===== src/hw/rtl/hrp_pkg.sv =====
// Package for the HTTP request byte parser: parser codes, capacities,
// result item type and character tables. No dependencies.
`default_nettype none

package hrp_pkg;

  // Capacities (a kept count never exceeds capacity minus one)
  localparam int LINE_CAPACITY  = 128;
  localparam int PATH_CAPACITY  = 64;
  localparam int PARAM_CAPACITY = 128;
  localparam int LINE_W         = $clog2(LINE_CAPACITY);

  // Result kinds
  localparam logic [1:0] KIND_PATH      = 2'd0;
  localparam logic [1:0] KIND_PARAM     = 2'd1;
  localparam logic [1:0] KIND_COMPLETE  = 2'd2;
  localparam logic [1:0] KIND_MALFORMED = 2'd3;

  // Methods
  localparam logic [1:0] METH_UNKNOWN = 2'd0;
  localparam logic [1:0] METH_GET     = 2'd1;
  localparam logic [1:0] METH_POST    = 2'd2;

  // Input item types
  localparam logic REQ_DATA = 1'b0;
  localparam logic REQ_CONN = 1'b1;

  // Parser phases
  localparam logic [2:0] PH_IDLE = 3'd0;
  localparam logic [2:0] PH_REQ  = 3'd1;
  localparam logic [2:0] PH_HDR  = 3'd2;
  localparam logic [2:0] PH_BODY = 3'd3;
  localparam logic [2:0] PH_DONE = 3'd4;

  // Request line sub-phases
  localparam logic [2:0] UP_PREFIX = 3'd0;
  localparam logic [2:0] UP_SPACES = 3'd1;
  localparam logic [2:0] UP_PATH   = 3'd2;
  localparam logic [2:0] UP_QUERY  = 3'd3;
  localparam logic [2:0] UP_REST   = 3'd4;
  localparam logic [2:0] UP_BAD    = 3'd5;

  // Header match codes above the name-match positions
  localparam logic [4:0] HM_NAME_LEN = 5'd15;
  localparam logic [4:0] HM_OWS      = 5'd15;
  localparam logic [4:0] HM_SIGN     = 5'd16;
  localparam logic [4:0] HM_DIGITS   = 5'd17;
  localparam logic [4:0] HM_STOP     = 5'd18;
  localparam logic [4:0] HM_NONE     = 5'd31;

  // Characters
  localparam logic [7:0] CH_CR    = 8'h0D;
  localparam logic [7:0] CH_LF    = 8'h0A;
  localparam logic [7:0] CH_SP    = 8'h20;
  localparam logic [7:0] CH_TAB   = 8'h09;
  localparam logic [7:0] CH_QUEST = 8'h3F;
  localparam logic [7:0] CH_PLUS  = 8'h2B;
  localparam logic [7:0] CH_MINUS = 8'h2D;
  localparam logic [7:0] CH_G     = 8'h47;
  localparam logic [7:0] CH_P     = 8'h50;
  localparam logic [7:0] CH_0     = 8'h30;
  localparam logic [7:0] CH_9     = 8'h39;

  // One result item
  typedef struct packed {
    logic [1:0]  kind;
    logic [7:0]  out_byte;
    logic [1:0]  method;
    logic [15:0] body_length;
    logic [5:0]  path_length;
    logic [6:0]  params_length;
    logic        last_of_run;
  } hrp_res_t;

  // Results produced by one input item, handed to the output queue
  typedef struct packed {
    logic [1:0] count;
    hrp_res_t   res0;
    hrp_res_t   res1;
  } hrp_push_t;

  function automatic logic [7:0] get_char(input logic [2:0] idx);
    logic [7:0] ch;
    case (idx)
      3'd0:    ch = "G";
      3'd1:    ch = "E";
      3'd2:    ch = "T";
      3'd3:    ch = " ";
      default: ch = 8'h00;
    endcase
    return ch;
  endfunction

  function automatic logic [7:0] post_char(input logic [2:0] idx);
    logic [7:0] ch;
    case (idx)
      3'd0:    ch = "P";
      3'd1:    ch = "O";
      3'd2:    ch = "S";
      3'd3:    ch = "T";
      3'd4:    ch = " ";
      default: ch = 8'h00;
    endcase
    return ch;
  endfunction

  // Lowercase "content-length:"
  function automatic logic [7:0] clen_char(input logic [3:0] idx);
    logic [7:0] ch;
    case (idx)
      4'd0:    ch = "c";
      4'd1:    ch = "o";
      4'd2:    ch = "n";
      4'd3:    ch = "t";
      4'd4:    ch = "e";
      4'd5:    ch = "n";
      4'd6:    ch = "t";
      4'd7:    ch = "-";
      4'd8:    ch = "l";
      4'd9:    ch = "e";
      4'd10:   ch = "n";
      4'd11:   ch = "g";
      4'd12:   ch = "t";
      4'd13:   ch = "h";
      4'd14:   ch = ":";
      default: ch = 8'h00;
    endcase
    return ch;
  endfunction

  function automatic logic [7:0] to_lower(input logic [7:0] c);
    return (c >= "A" && c <= "Z") ? c + 8'd32 : c;
  endfunction

endpackage

`default_nettype wire


===== src/hw/rtl/hrp_in_if.sv =====
// Input channel of the HTTP request byte parser: valid/ready plus
// the request item fields. No dependencies.
`default_nettype none

interface hrp_in_if;
  logic       valid;
  logic       ready;
  logic       req_type;
  logic [7:0] data_byte;

  modport source (output valid, req_type, data_byte, input ready);
  modport sink   (input valid, req_type, data_byte, output ready);
endinterface

`default_nettype wire


===== src/hw/rtl/hrp_out_if.sv =====
// Result channel of the HTTP request byte parser: valid/ready plus
// the result item fields. No dependencies.
`default_nettype none

interface hrp_out_if;
  logic        valid;
  logic        ready;
  logic [1:0]  kind;
  logic [7:0]  out_byte;
  logic [1:0]  method;
  logic [15:0] body_length;
  logic [5:0]  path_length;
  logic [6:0]  params_length;
  logic        last_of_run;

  modport source (output valid, kind, out_byte, method, body_length, path_length,
                  params_length, last_of_run, input ready);
  modport sink   (input valid, kind, out_byte, method, body_length, path_length,
                  params_length, last_of_run, output ready);
endinterface

`default_nettype wire


===== src/hw/rtl/http_request_byte_parser.sv =====
// Top level of the HTTP request byte parser: parser core and result queue.
// Depends on hrp_pkg, hrp_in_if, hrp_out_if, hrp_core, hrp_out_fifo.
//
//   channel   dir  handshake      payload
//   in_chan   in   valid/ready    req_type, data_byte
//   out_chan  out  valid/ready    kind, out_byte, method, body_length,
//                                 path_length, params_length, last_of_run
//
// One byte per cycle while the result queue has room: each item is registered,
// then parsed by combinational step logic into a four-entry result queue; most
// bytes yield zero or one result. A body byte that ends the body can yield two
// results, its byte and the completion, both written into the queue together.
// Reset (rst_n low, synchronous) returns the parser to idle and empties the queue.
// Input stalls only when the queue holds more than two results.
`default_nettype none

module http_request_byte_parser
  import hrp_pkg::*;
(
  input  wire logic  clk,
  input  wire logic  rst_n,
  hrp_in_if.sink     in_chan,
  hrp_out_if.source  out_chan
);

  hrp_push_t push;
  logic      space_ok;

  hrp_core u_core (
    .clk      (clk),
    .rst_n    (rst_n),
    .in_chan  (in_chan),
    .space_ok (space_ok),
    .push     (push)
  );

  hrp_out_fifo u_out_fifo (
    .clk      (clk),
    .rst_n    (rst_n),
    .push     (push),
    .space_ok (space_ok),
    .out_chan (out_chan)
  );

endmodule

`default_nettype wire


===== src/hw/rtl/hrp_core.sv =====
// Parser core: input register, per-byte parser state and step logic.
// Depends on hrp_pkg and hrp_in_if.
`default_nettype none

module hrp_core
  import hrp_pkg::*;
(
  input  wire logic  clk,
  input  wire logic  rst_n,
  hrp_in_if.sink     in_chan,
  input  wire logic  space_ok,
  output hrp_push_t  push
);

  // Input register
  logic       in_valid_r;
  logic       type_r;
  logic [7:0] byte_r;
  logic       fire;

  // Parser state
  logic [2:0]        phase_r, phase_nxt;
  logic [1:0]        method_r, method_nxt;
  logic [LINE_W-1:0] line_r, line_nxt;
  logic              long_r, long_nxt;
  logic [2:0]        url_r, url_nxt;
  logic [4:0]        hm_r, hm_nxt;
  logic [15:0]       acc_r, acc_nxt;
  logic [15:0]       len_r, len_nxt;
  logic [15:0]       body_r, body_nxt;
  logic [5:0]        path_r, path_nxt;
  logic [6:0]        param_r, param_nxt;

  // Step helpers
  logic [19:0] acc_ext;
  logic [1:0]  n_emit;
  logic [1:0]  k0, k1;
  logic [7:0]  b0, b1;
  logic [7:0]  c;
  logic [4:0]  hm_inc;

  assign fire          = in_valid_r && space_ok;
  assign in_chan.ready = !in_valid_r || fire;
  assign c             = byte_r;
  assign hm_inc        = hm_r + 5'd1;
  assign acc_ext       = {1'b0, acc_r, 3'b000} + {3'b000, acc_r, 1'b0} + {12'd0, c - CH_0};

  // Hold the accepted item until the output queue has room
  always_ff @(posedge clk) begin
    if (!rst_n) begin
      in_valid_r <= 1'b0;
    end else if (in_chan.ready) begin
      in_valid_r <= in_chan.valid;
    end
    if (in_chan.ready && in_chan.valid) begin
      type_r <= in_chan.req_type;
      byte_r <= in_chan.data_byte;
    end
  end

  // Advance the parser by one item
  always_comb begin
    phase_nxt  = phase_r;
    method_nxt = method_r;
    line_nxt   = line_r;
    long_nxt   = long_r;
    url_nxt    = url_r;
    hm_nxt     = hm_r;
    acc_nxt    = acc_r;
    len_nxt    = len_r;
    body_nxt   = body_r;
    path_nxt   = path_r;
    param_nxt  = param_r;
    n_emit     = 2'd0;
    k0         = KIND_PATH;
    k1         = KIND_COMPLETE;
    b0         = 8'h00;
    b1         = 8'h00;

    if (!fire) begin
      // nothing to do
    end else if (type_r == REQ_CONN) begin
      phase_nxt  = PH_REQ;
      method_nxt = METH_UNKNOWN;
      line_nxt   = '0;
      long_nxt   = 1'b0;
      url_nxt    = UP_PREFIX;
      hm_nxt     = 5'd0;
      acc_nxt    = 16'd0;
      len_nxt    = 16'd0;
      body_nxt   = 16'd0;
      path_nxt   = 6'd0;
      param_nxt  = 7'd0;
    end else if (phase_r == PH_BODY) begin
      // Body byte, then completion when the count is reached
      if (param_r < 7'(PARAM_CAPACITY - 1)) begin
        param_nxt = param_r + 7'd1;
        n_emit    = 2'd1;
        k0        = KIND_PARAM;
        b0        = c;
      end
      body_nxt = body_r + 16'd1;
      if (body_nxt >= len_r) begin
        phase_nxt = PH_DONE;
        if (n_emit == 2'd0) begin
          n_emit = 2'd1;
          k0     = KIND_COMPLETE;
        end else begin
          n_emit = 2'd2;
        end
      end
    end else if (phase_r == PH_REQ || phase_r == PH_HDR) begin
      if (c == CH_CR) begin
        // drop
      end else if (c != CH_LF) begin
        if (line_r < LINE_W'(LINE_CAPACITY - 1)) begin
          line_nxt = line_r + LINE_W'(1);
          if (phase_r == PH_REQ) begin
            // Request line
            case (url_r)
              UP_PREFIX: begin
                if (hm_r == 5'd0) begin
                  if (c == CH_G) begin
                    method_nxt = METH_GET;
                    hm_nxt     = 5'd1;
                  end else if (c == CH_P) begin
                    method_nxt = METH_POST;
                    hm_nxt     = 5'd1;
                  end else begin
                    url_nxt = UP_BAD;
                  end
                end else if (method_r == METH_GET) begin
                  if (hm_r < 5'd4 && c == get_char(hm_r[2:0])) begin
                    hm_nxt = hm_inc;
                    if (hm_inc == 5'd4) begin
                      url_nxt = UP_SPACES;
                      hm_nxt  = 5'd0;
                    end
                  end else begin
                    url_nxt = UP_BAD;
                  end
                end else begin
                  if (hm_r < 5'd5 && c == post_char(hm_r[2:0])) begin
                    hm_nxt = hm_inc;
                    if (hm_inc == 5'd5) begin
                      url_nxt = UP_SPACES;
                      hm_nxt  = 5'd0;
                    end
                  end else begin
                    url_nxt = UP_BAD;
                  end
                end
              end
              UP_SPACES, UP_PATH: begin
                if (c == CH_SP) begin
                  if (url_r == UP_PATH) url_nxt = UP_REST;
                end else if (c == CH_QUEST) begin
                  url_nxt = UP_QUERY;
                end else begin
                  url_nxt = UP_PATH;
                  if (path_r < 6'(PATH_CAPACITY - 1)) begin
                    path_nxt = path_r + 6'd1;
                    n_emit   = 2'd1;
                    k0       = KIND_PATH;
                    b0       = c;
                  end
                end
              end
              UP_QUERY: begin
                if (c == CH_SP) begin
                  url_nxt = UP_REST;
                end else if (method_r == METH_GET &&
                             param_r < 7'(PARAM_CAPACITY - 1)) begin
                  param_nxt = param_r + 7'd1;
                  n_emit    = 2'd1;
                  k0        = KIND_PARAM;
                  b0        = c;
                end
              end
              default: begin
              end
            endcase
          end else begin
            // Header line: match the length header and read its value
            if (hm_r < HM_NAME_LEN) begin
              hm_nxt = (to_lower(c) == clen_char(hm_r[3:0])) ? hm_inc : HM_NONE;
            end else if (hm_r == HM_OWS || hm_r == HM_SIGN || hm_r == HM_DIGITS) begin
              if (hm_r == HM_OWS && (c == CH_SP || c == CH_TAB)) begin
                // skip white space
              end else if (hm_r == HM_OWS && c == CH_PLUS) begin
                hm_nxt = HM_SIGN;
              end else if (c >= CH_0 && c <= CH_9) begin
                acc_nxt = (acc_ext > 20'hFFFF) ? 16'hFFFF : acc_ext[15:0];
                hm_nxt  = HM_DIGITS;
              end else begin
                if (hm_r == HM_OWS && c == CH_MINUS) acc_nxt = 16'd0;
                hm_nxt = HM_STOP;
              end
            end
          end
        end else begin
          long_nxt = 1'b1;
        end
      end else if (phase_r == PH_REQ) begin
        // End of the request line
        if (url_r == UP_PREFIX || url_r == UP_BAD) begin
          method_nxt = METH_UNKNOWN;
          phase_nxt  = PH_DONE;
          n_emit     = 2'd1;
          k0         = KIND_MALFORMED;
        end else begin
          phase_nxt = PH_HDR;
          line_nxt  = '0;
          long_nxt  = 1'b0;
          hm_nxt    = 5'd0;
          acc_nxt   = 16'd0;
        end
      end else if (line_r == '0 && !long_r) begin
        // Blank line ends the headers
        if (method_r == METH_POST && len_r != 16'd0) begin
          body_nxt  = 16'd0;
          phase_nxt = PH_BODY;
        end else begin
          phase_nxt = PH_DONE;
          n_emit    = 2'd1;
          k0        = KIND_COMPLETE;
        end
      end else begin
        // End of a header line
        if (!long_r && hm_r >= HM_OWS && hm_r != HM_NONE) len_nxt = acc_r;
        line_nxt = '0;
        long_nxt = 1'b0;
        hm_nxt   = 5'd0;
        acc_nxt  = 16'd0;
      end
    end
  end

  // Results carry the state as it stands after this item
  always_comb begin
    push.count               = n_emit;
    push.res0.kind           = k0;
    push.res0.out_byte       = b0;
    push.res0.method         = method_nxt;
    push.res0.body_length    = len_nxt;
    push.res0.path_length    = path_nxt;
    push.res0.params_length  = param_nxt;
    push.res0.last_of_run    = (n_emit == 2'd1);
    push.res1.kind           = k1;
    push.res1.out_byte       = b1;
    push.res1.method         = method_nxt;
    push.res1.body_length    = len_nxt;
    push.res1.path_length    = path_nxt;
    push.res1.params_length  = param_nxt;
    push.res1.last_of_run    = 1'b1;
  end

  // Parser state registers
  always_ff @(posedge clk) begin
    if (!rst_n) begin
      phase_r  <= PH_IDLE;
      method_r <= METH_UNKNOWN;
      line_r   <= '0;
      long_r   <= 1'b0;
      url_r    <= UP_PREFIX;
      hm_r     <= 5'd0;
      acc_r    <= 16'd0;
      len_r    <= 16'd0;
      body_r   <= 16'd0;
      path_r   <= 6'd0;
      param_r  <= 7'd0;
    end else begin
      phase_r  <= phase_nxt;
      method_r <= method_nxt;
      line_r   <= line_nxt;
      long_r   <= long_nxt;
      url_r    <= url_nxt;
      hm_r     <= hm_nxt;
      acc_r    <= acc_nxt;
      len_r    <= len_nxt;
      body_r   <= body_nxt;
      path_r   <= path_nxt;
      param_r  <= param_nxt;
    end
  end

endmodule

`default_nettype wire


===== src/hw/rtl/hrp_out_fifo.sv =====
// Four-entry result queue: takes up to two result items per cycle from
// the core and presents one at a time. Depends on hrp_pkg and hrp_out_if.
`default_nettype none

module hrp_out_fifo
  import hrp_pkg::*;
(
  input  wire logic      clk,
  input  wire logic      rst_n,
  input  wire hrp_push_t push,
  output logic           space_ok,
  hrp_out_if.source      out_chan
);

  hrp_res_t   mem_r [4];
  logic [1:0] wp_r, rp_r;
  logic [2:0] cnt_r;
  logic       pop;
  hrp_res_t   head;

  assign space_ok = (cnt_r <= 3'd2);
  assign pop      = out_chan.valid && out_chan.ready;
  assign head     = mem_r[rp_r];

  // Present the oldest item
  assign out_chan.valid         = (cnt_r != 3'd0);
  assign out_chan.kind          = head.kind;
  assign out_chan.out_byte      = head.out_byte;
  assign out_chan.method        = head.method;
  assign out_chan.body_length   = head.body_length;
  assign out_chan.path_length   = head.path_length;
  assign out_chan.params_length = head.params_length;
  assign out_chan.last_of_run   = head.last_of_run;

  // Store new items
  always_ff @(posedge clk) begin
    if (push.count != 2'd0) mem_r[wp_r] <= push.res0;
    if (push.count == 2'd2) mem_r[wp_r + 2'd1] <= push.res1;
  end

  // Advance pointers and count
  always_ff @(posedge clk) begin
    if (!rst_n) begin
      wp_r  <= 2'd0;
      rp_r  <= 2'd0;
      cnt_r <= 3'd0;
    end else begin
      wp_r  <= wp_r + push.count;
      rp_r  <= rp_r + {1'b0, pop};
      cnt_r <= cnt_r + {1'b0, push.count} - {2'b00, pop};
    end
  end

endmodule

`default_nettype wire


===== src/flat_wrapper.sv =====
// flat-port wrapper written by rule: the top's interface ports become plain ports
module http_request_byte_parser_flat import hrp_pkg::*;
  (clk, rst_n, in_chan_valid, in_chan_req_type, in_chan_data_byte, in_chan_ready, out_chan_valid, out_chan_kind, out_chan_out_byte, out_chan_method, out_chan_body_length, out_chan_path_length, out_chan_params_length, out_chan_last_of_run, out_chan_ready);
  hrp_in_if in_chan_i ();
  hrp_out_if out_chan_i ();
  input  wire logic clk;
  input  wire logic rst_n;
  input wire logic [$bits(in_chan_i.valid)-1:0] in_chan_valid;
  input wire logic [$bits(in_chan_i.req_type)-1:0] in_chan_req_type;
  input wire logic [$bits(in_chan_i.data_byte)-1:0] in_chan_data_byte;
  output wire logic [$bits(in_chan_i.ready)-1:0] in_chan_ready;
  output wire logic [$bits(out_chan_i.valid)-1:0] out_chan_valid;
  output wire logic [$bits(out_chan_i.kind)-1:0] out_chan_kind;
  output wire logic [$bits(out_chan_i.out_byte)-1:0] out_chan_out_byte;
  output wire logic [$bits(out_chan_i.method)-1:0] out_chan_method;
  output wire logic [$bits(out_chan_i.body_length)-1:0] out_chan_body_length;
  output wire logic [$bits(out_chan_i.path_length)-1:0] out_chan_path_length;
  output wire logic [$bits(out_chan_i.params_length)-1:0] out_chan_params_length;
  output wire logic [$bits(out_chan_i.last_of_run)-1:0] out_chan_last_of_run;
  input wire logic [$bits(out_chan_i.ready)-1:0] out_chan_ready;
  assign in_chan_i.valid = in_chan_valid;
  assign in_chan_i.req_type = in_chan_req_type;
  assign in_chan_i.data_byte = in_chan_data_byte;
  assign in_chan_ready = in_chan_i.ready;
  assign out_chan_valid = out_chan_i.valid;
  assign out_chan_kind = out_chan_i.kind;
  assign out_chan_out_byte = out_chan_i.out_byte;
  assign out_chan_method = out_chan_i.method;
  assign out_chan_body_length = out_chan_i.body_length;
  assign out_chan_path_length = out_chan_i.path_length;
  assign out_chan_params_length = out_chan_i.params_length;
  assign out_chan_last_of_run = out_chan_i.last_of_run;
  assign out_chan_i.ready = out_chan_ready;
  http_request_byte_parser u_core (.clk(clk), .rst_n(rst_n), .in_chan(in_chan_i), .out_chan(out_chan_i));
endmodule

===== config.mk =====
export PLATFORM = sky130hd
export DESIGN_NAME = http_request_byte_parser_flat
export DESIGN_NICKNAME = d
export VERILOG_FILES = /design/src/hw/rtl/hrp_pkg.sv /design/src/hw/rtl/hrp_in_if.sv /design/src/hw/rtl/hrp_out_if.sv /design/src/hw/rtl/http_request_byte_parser.sv /design/src/hw/rtl/hrp_core.sv /design/src/hw/rtl/hrp_out_fifo.sv /design/src/flat_wrapper.sv
export SDC_FILE = /design/constraint.sdc
export NUM_CORES = 1
export LEC_CHECK = 0
export BUFFER_PORTS_ARGS = -buffer_cell sky130_fd_sc_hd__buf_2
export CORE_ASPECT_RATIO = 0.9
export CORE_MARGIN = 3
export CORE_UTILIZATION = 44
export DETAILED_ROUTE_END_ITERATION = 8
export SYNTH_ARGS = -nofsm -noshare
export SYNTH_HDL_FRONTEND = slang
export SYNTH_HIERARCHICAL = 1
export SYNTH_SLANG_ARGS = --single-unit

===== constraint.sdc =====
create_clock -name clk -period 11.5 [get_ports clk]
set_input_delay 0.575 -clock clk [delete_from_list [all_inputs] [get_ports clk]]
set_output_delay 0.575 -clock clk [all_outputs]
set_load 0.005 [all_outputs]

==> results.yml <==
yosys:
  synth_enable_flop_cells: 177
  syn_area_sq_um: 16600
  yosys_warnings: 6
  syn_inst: 1465
  synth_cell_types: 90
  synth_area_leader_cell: "edfxtp_1"
  syn_area_per_cell_sq_um: 11.3
  synthTopCellsByArea: "edfxtp_1 (32%), dfxtp_1 (12%), mux2_2 (11%)"
  synthTopCellsByCount: "edfxtp_1 (177), mux2_2 (167), nand2_1 (107)"
  synth_top_flop_cell: "edfxtp_1"
  synth.yosys.seq_area_share_pct: 43.7
  synth_top_area_share_pct: 32.0
  ys_ff_latch: 274
  synth_async_sr_flop_share_pct: 0
  yosysMostFrequentCell: "edfxtp_1"
layout:
  fill_cells: 3343
  layout-drive-gt1-share_pct: 24.6
  finalCoreUtilization_pct: 49.2
  finalNetCount: 1557
  stdcell_count: 1967
  syn2layout_area_growth_pct: 8.63
  antenna_cells: 0
cts:
  h-tree-depth: 2
  cts_buffer_depth: 3
  numCtsBuffers: 34
  cts_resized: 0
  cts_tree: "built"
  post-cts-setup-buffers: 0
  root_buffer: "clkbuf_16"
  path_clk_slew_ps: 50
  cts.sink_count: 274
  insertion_delay_ps: 530
  hold_buffers: 0
critical_path:
  timing.rr.end: "u_core/u_out_fifo/mem_r[2][19]$_DFFE_PP_"
  slowest_stage: "buf_4"
  crit_path_max_fanout: 43
  crit_type: "register to register"
  cp-end-kind: "register"
  cpLargestDelayFamily: "simple AND/OR/NAND/NOR gates"
  cp-startpoint: "u_core/u_core/body_r[0]$_SDFFE_PN0P_"
  worstSetupStartpointType: "register"
  r2r_slack_ps: 5350
  critPathBufInv: 3
  cp.depth: 22
  worstPathRequired_ps: 11660
  critPathCapture: "u_core/u_out_fifo/mem_r[2][19]$_DFFE_PP_"
  reg2reg_from: "u_core/u_core/body_r[0]$_SDFFE_PN0P_"
  slowest_delay_ps: 570
  path_cells: "ha_1 -> nand3_1 -> nor2_1 -> nand3_1 -> inv_1 -> nand3_1 -> or2_2 -> xnor2_1 -> ha_1 -> a21oi_1 -> nor2b_1 -> a2111oi_0 -> a21oi_1 -> or2_2 -> ha_1 -> a21oi_1 -> o21ai_0 -> and2_1 -> and4bb_2 -> buf_4 -> o21bai_4 -> buf_4"
  arrival_ps: 6310
  r2r_cells: 22
floorplanning:
  fp.dieW_um: 211
  die_h_um: 190
  rows: 66
  start_util_pct: 45.3
  core_sq_um: 36700
  die-area_sq_um: 40100
  io_pins: 57
routing:
  post_drt_wl_per_cell_um: 20.1
  drt_iter0_drc: 821
  num_vias: 11200
  viasPerCell: 5.68
  firstDrtPassIters: 5
  detail-route-antenna-nets: 0
  routed_wl_um: 39500
  remaining_drc_errors: 0
placement:
  dpl.cell_count: 1905
  preCtsSetupSlack_ps: 5350
  dp.final_hpwl_um: 25900
  place_congestion: 0.883
  port_buffers: 56
global_route:
  grt_pass1_vias: 11200
  overflow: 0
  antenna_found_initial: 0
  grt_usage_pct: 19.8
  grt_max_degree: 81
  grt_pass1_wl_um: 63000
timing:
  setup_violations: 0
  final_max_slew_viol_count: 0
  fin_crit_sh_pct: 53.5
  rsz0062_at_grt: "false"
  fin_setup_tns_ps: 0
  fin_skew_ps: 14.9
  setup_ws_ps: 5350
  post-route-min-period_ps: 6150
  hold_viol: 0
  relSlewSlack_pct: 21.0
  max_freq_mhz: 163
  worstMarginPinSlew_ps: 1180
pwr:
  leakage_uw: 0.00680
  power.total_uw: 2480
  power_density_nw_per_um2: 137
  ir_drop_mv: 0.0938
hold_path:
  hp-class: "primary input to register"
run_status:
  status: "finished clean"
run:
  drv_cap: 0
==> sequential cells by signal, summed over array words and instances (netlist names), named ones only <==
signal,cells
u_core/u_out_fifo/mem_r,168
u_core/u_core/acc_r,16
u_core/u_core/body_r,16
u_core/u_core/len_r,16
u_core/u_core/byte_r,8
u_core/u_core/line_r,7
u_core/u_core/param_r,7
u_core/u_core/path_r,6
u_core/u_core/hm_r,5
u_core/u_core/phase_r,3
u_core/u_core/url_r,3
u_core/u_out_fifo/cnt_r,3
u_core/u_core/method_r,2
u_core/u_out_fifo/rp_r,2
u_core/u_out_fifo/wp_r,2
u_core/u_core/in_valid_r,1
u_core/u_core/long_r,1
u_core/u_core/type_r,1
==> where the power goes <==
group          switching [uW]  internal [uW]  leakage [uW]
Combinational             198            184       0.00382
Clock                     414            607      0.000524
Sequential               22.9           1050       0.00245
==> layout by cell type (no fill, tap or decap), types with 13 or more instances in the layout <==
cell and count:
edfxtp_1 177, xnor2_1 34, nor4_1 16, nand3_1 40, mux4_2 42, buf_4 17, a21oi_1 50, a22oi_1 18
mux2_2 167, a21boi_0 13, and2_1 48, o21ai_0 63, inv_1 55, ha_1 72, nor2_1 68, buf_2 56
nor3_1 23, xor2_1 14, nand2_1 107, and3_1 15, o22ai_1 18, clkbuf_16 34, dfxtp_1 95, mux2i_1 17
nor2b_1 27
==> layer usage <==
| layer | GRT usage [%] | wire length [um] |
|---|---|---|
| met2 | 32.5 | 18500 |
| met4 | 5.28 | 818 |
| met5 | 0 | 0 |
| met3 | 3.01 | 1650 |
| met1 | 27.7 | 18500 |
==> cells by family after synthesis <==
| group | after synthesis | share of synthesized area, % |
|---|---|---|
| AND/OR/NAND/NOR | 405 | 12.8 |
| flip-flops | 274 | 43.7 |
| multiplexers | 229 | 18.3 |
| XOR/XNOR | 50 | 2.80 |
| AO/OA/AOI/OAI | 253 | 10.5 |
| adder cells (fa/ha/maj) | 79 | 6.27 |
| buffers and inverters | 173 | 5.66 |
| other | 2 | 0.0452 |
==> worst min path at each step <==
stage	slack (ps)	startpoint	end	depth (start not counted)
after CTS	220	in_chan_data_byte[3]	u_core/u_core/byte_r[3]$_DFFE_PP_	1
after global placement	480	u_core/u_core/line_r[1]$_SDFFE_PN0P_	u_core/u_core/line_r[1]$_SDFFE_PN0P_	2
after global routing	220	in_chan_data_byte[6]	u_core/u_core/byte_r[6]$_DFFE_PP_	1
after detailed placement	480	u_core/u_core/phase_r[2]$_SDFFE_PN0P_	u_core/u_core/phase_r[2]$_SDFFE_PN0P_	2
after floorplan	460	u_core/u_core/phase_r[2]$_SDFFE_PN0P_	u_core/u_core/phase_r[2]$_SDFFE_PN0P_	2
final	230	in_chan_data_byte[3]	u_core/u_core/byte_r[3]$_DFFE_PP_	1
==> worst register-to-register path, cell delays in order, from the launching register on <==
cell and delay (ps):
dfxtp_1 420, ha_1 220, nand3_1 120, nor2_1 200, nand3_1 160, inv_1 100, nand3_1 160, or2_2 390
xnor2_1 150, ha_1 300, a21oi_1 130, nor2b_1 60, a2111oi_0 390, a21oi_1 150, or2_2 320, ha_1 290
a21oi_1 130, o21ai_0 80, and2_1 330, and4bb_2 350, buf_4 520, o21bai_4 240, buf_4 570
==> through the flow <==
| step | hold slack [ps] | cell area, sq um |
|---|---|---|
| floorplan | 456 | 16600 |
| global placement | 480 | 17000 |
| detailed placement | 483 | 17000 |
| CTS | 216 | 18000 |
| global route | 218 | 18000 |
| finish | 234 | 18000 |
==> layout make-up <==
type / count / area (sq um) / share of cell area [%]
Inverter: 55 / 206 / 1.14
Clock buffer: 50 / 961 / 5.33
Tap cell: 476 / 596 / 3.30
Sequential cell: 274 / 7260 / 40.3
Timing Repair Buffer: 73 / 408 / 2.26
Clock inverter: 12 / 110 / 0.610
Multi-Input combinational cell: 1027 / 8490 / 47.1
Note: power is estimated with default switching activity, not from simulation.
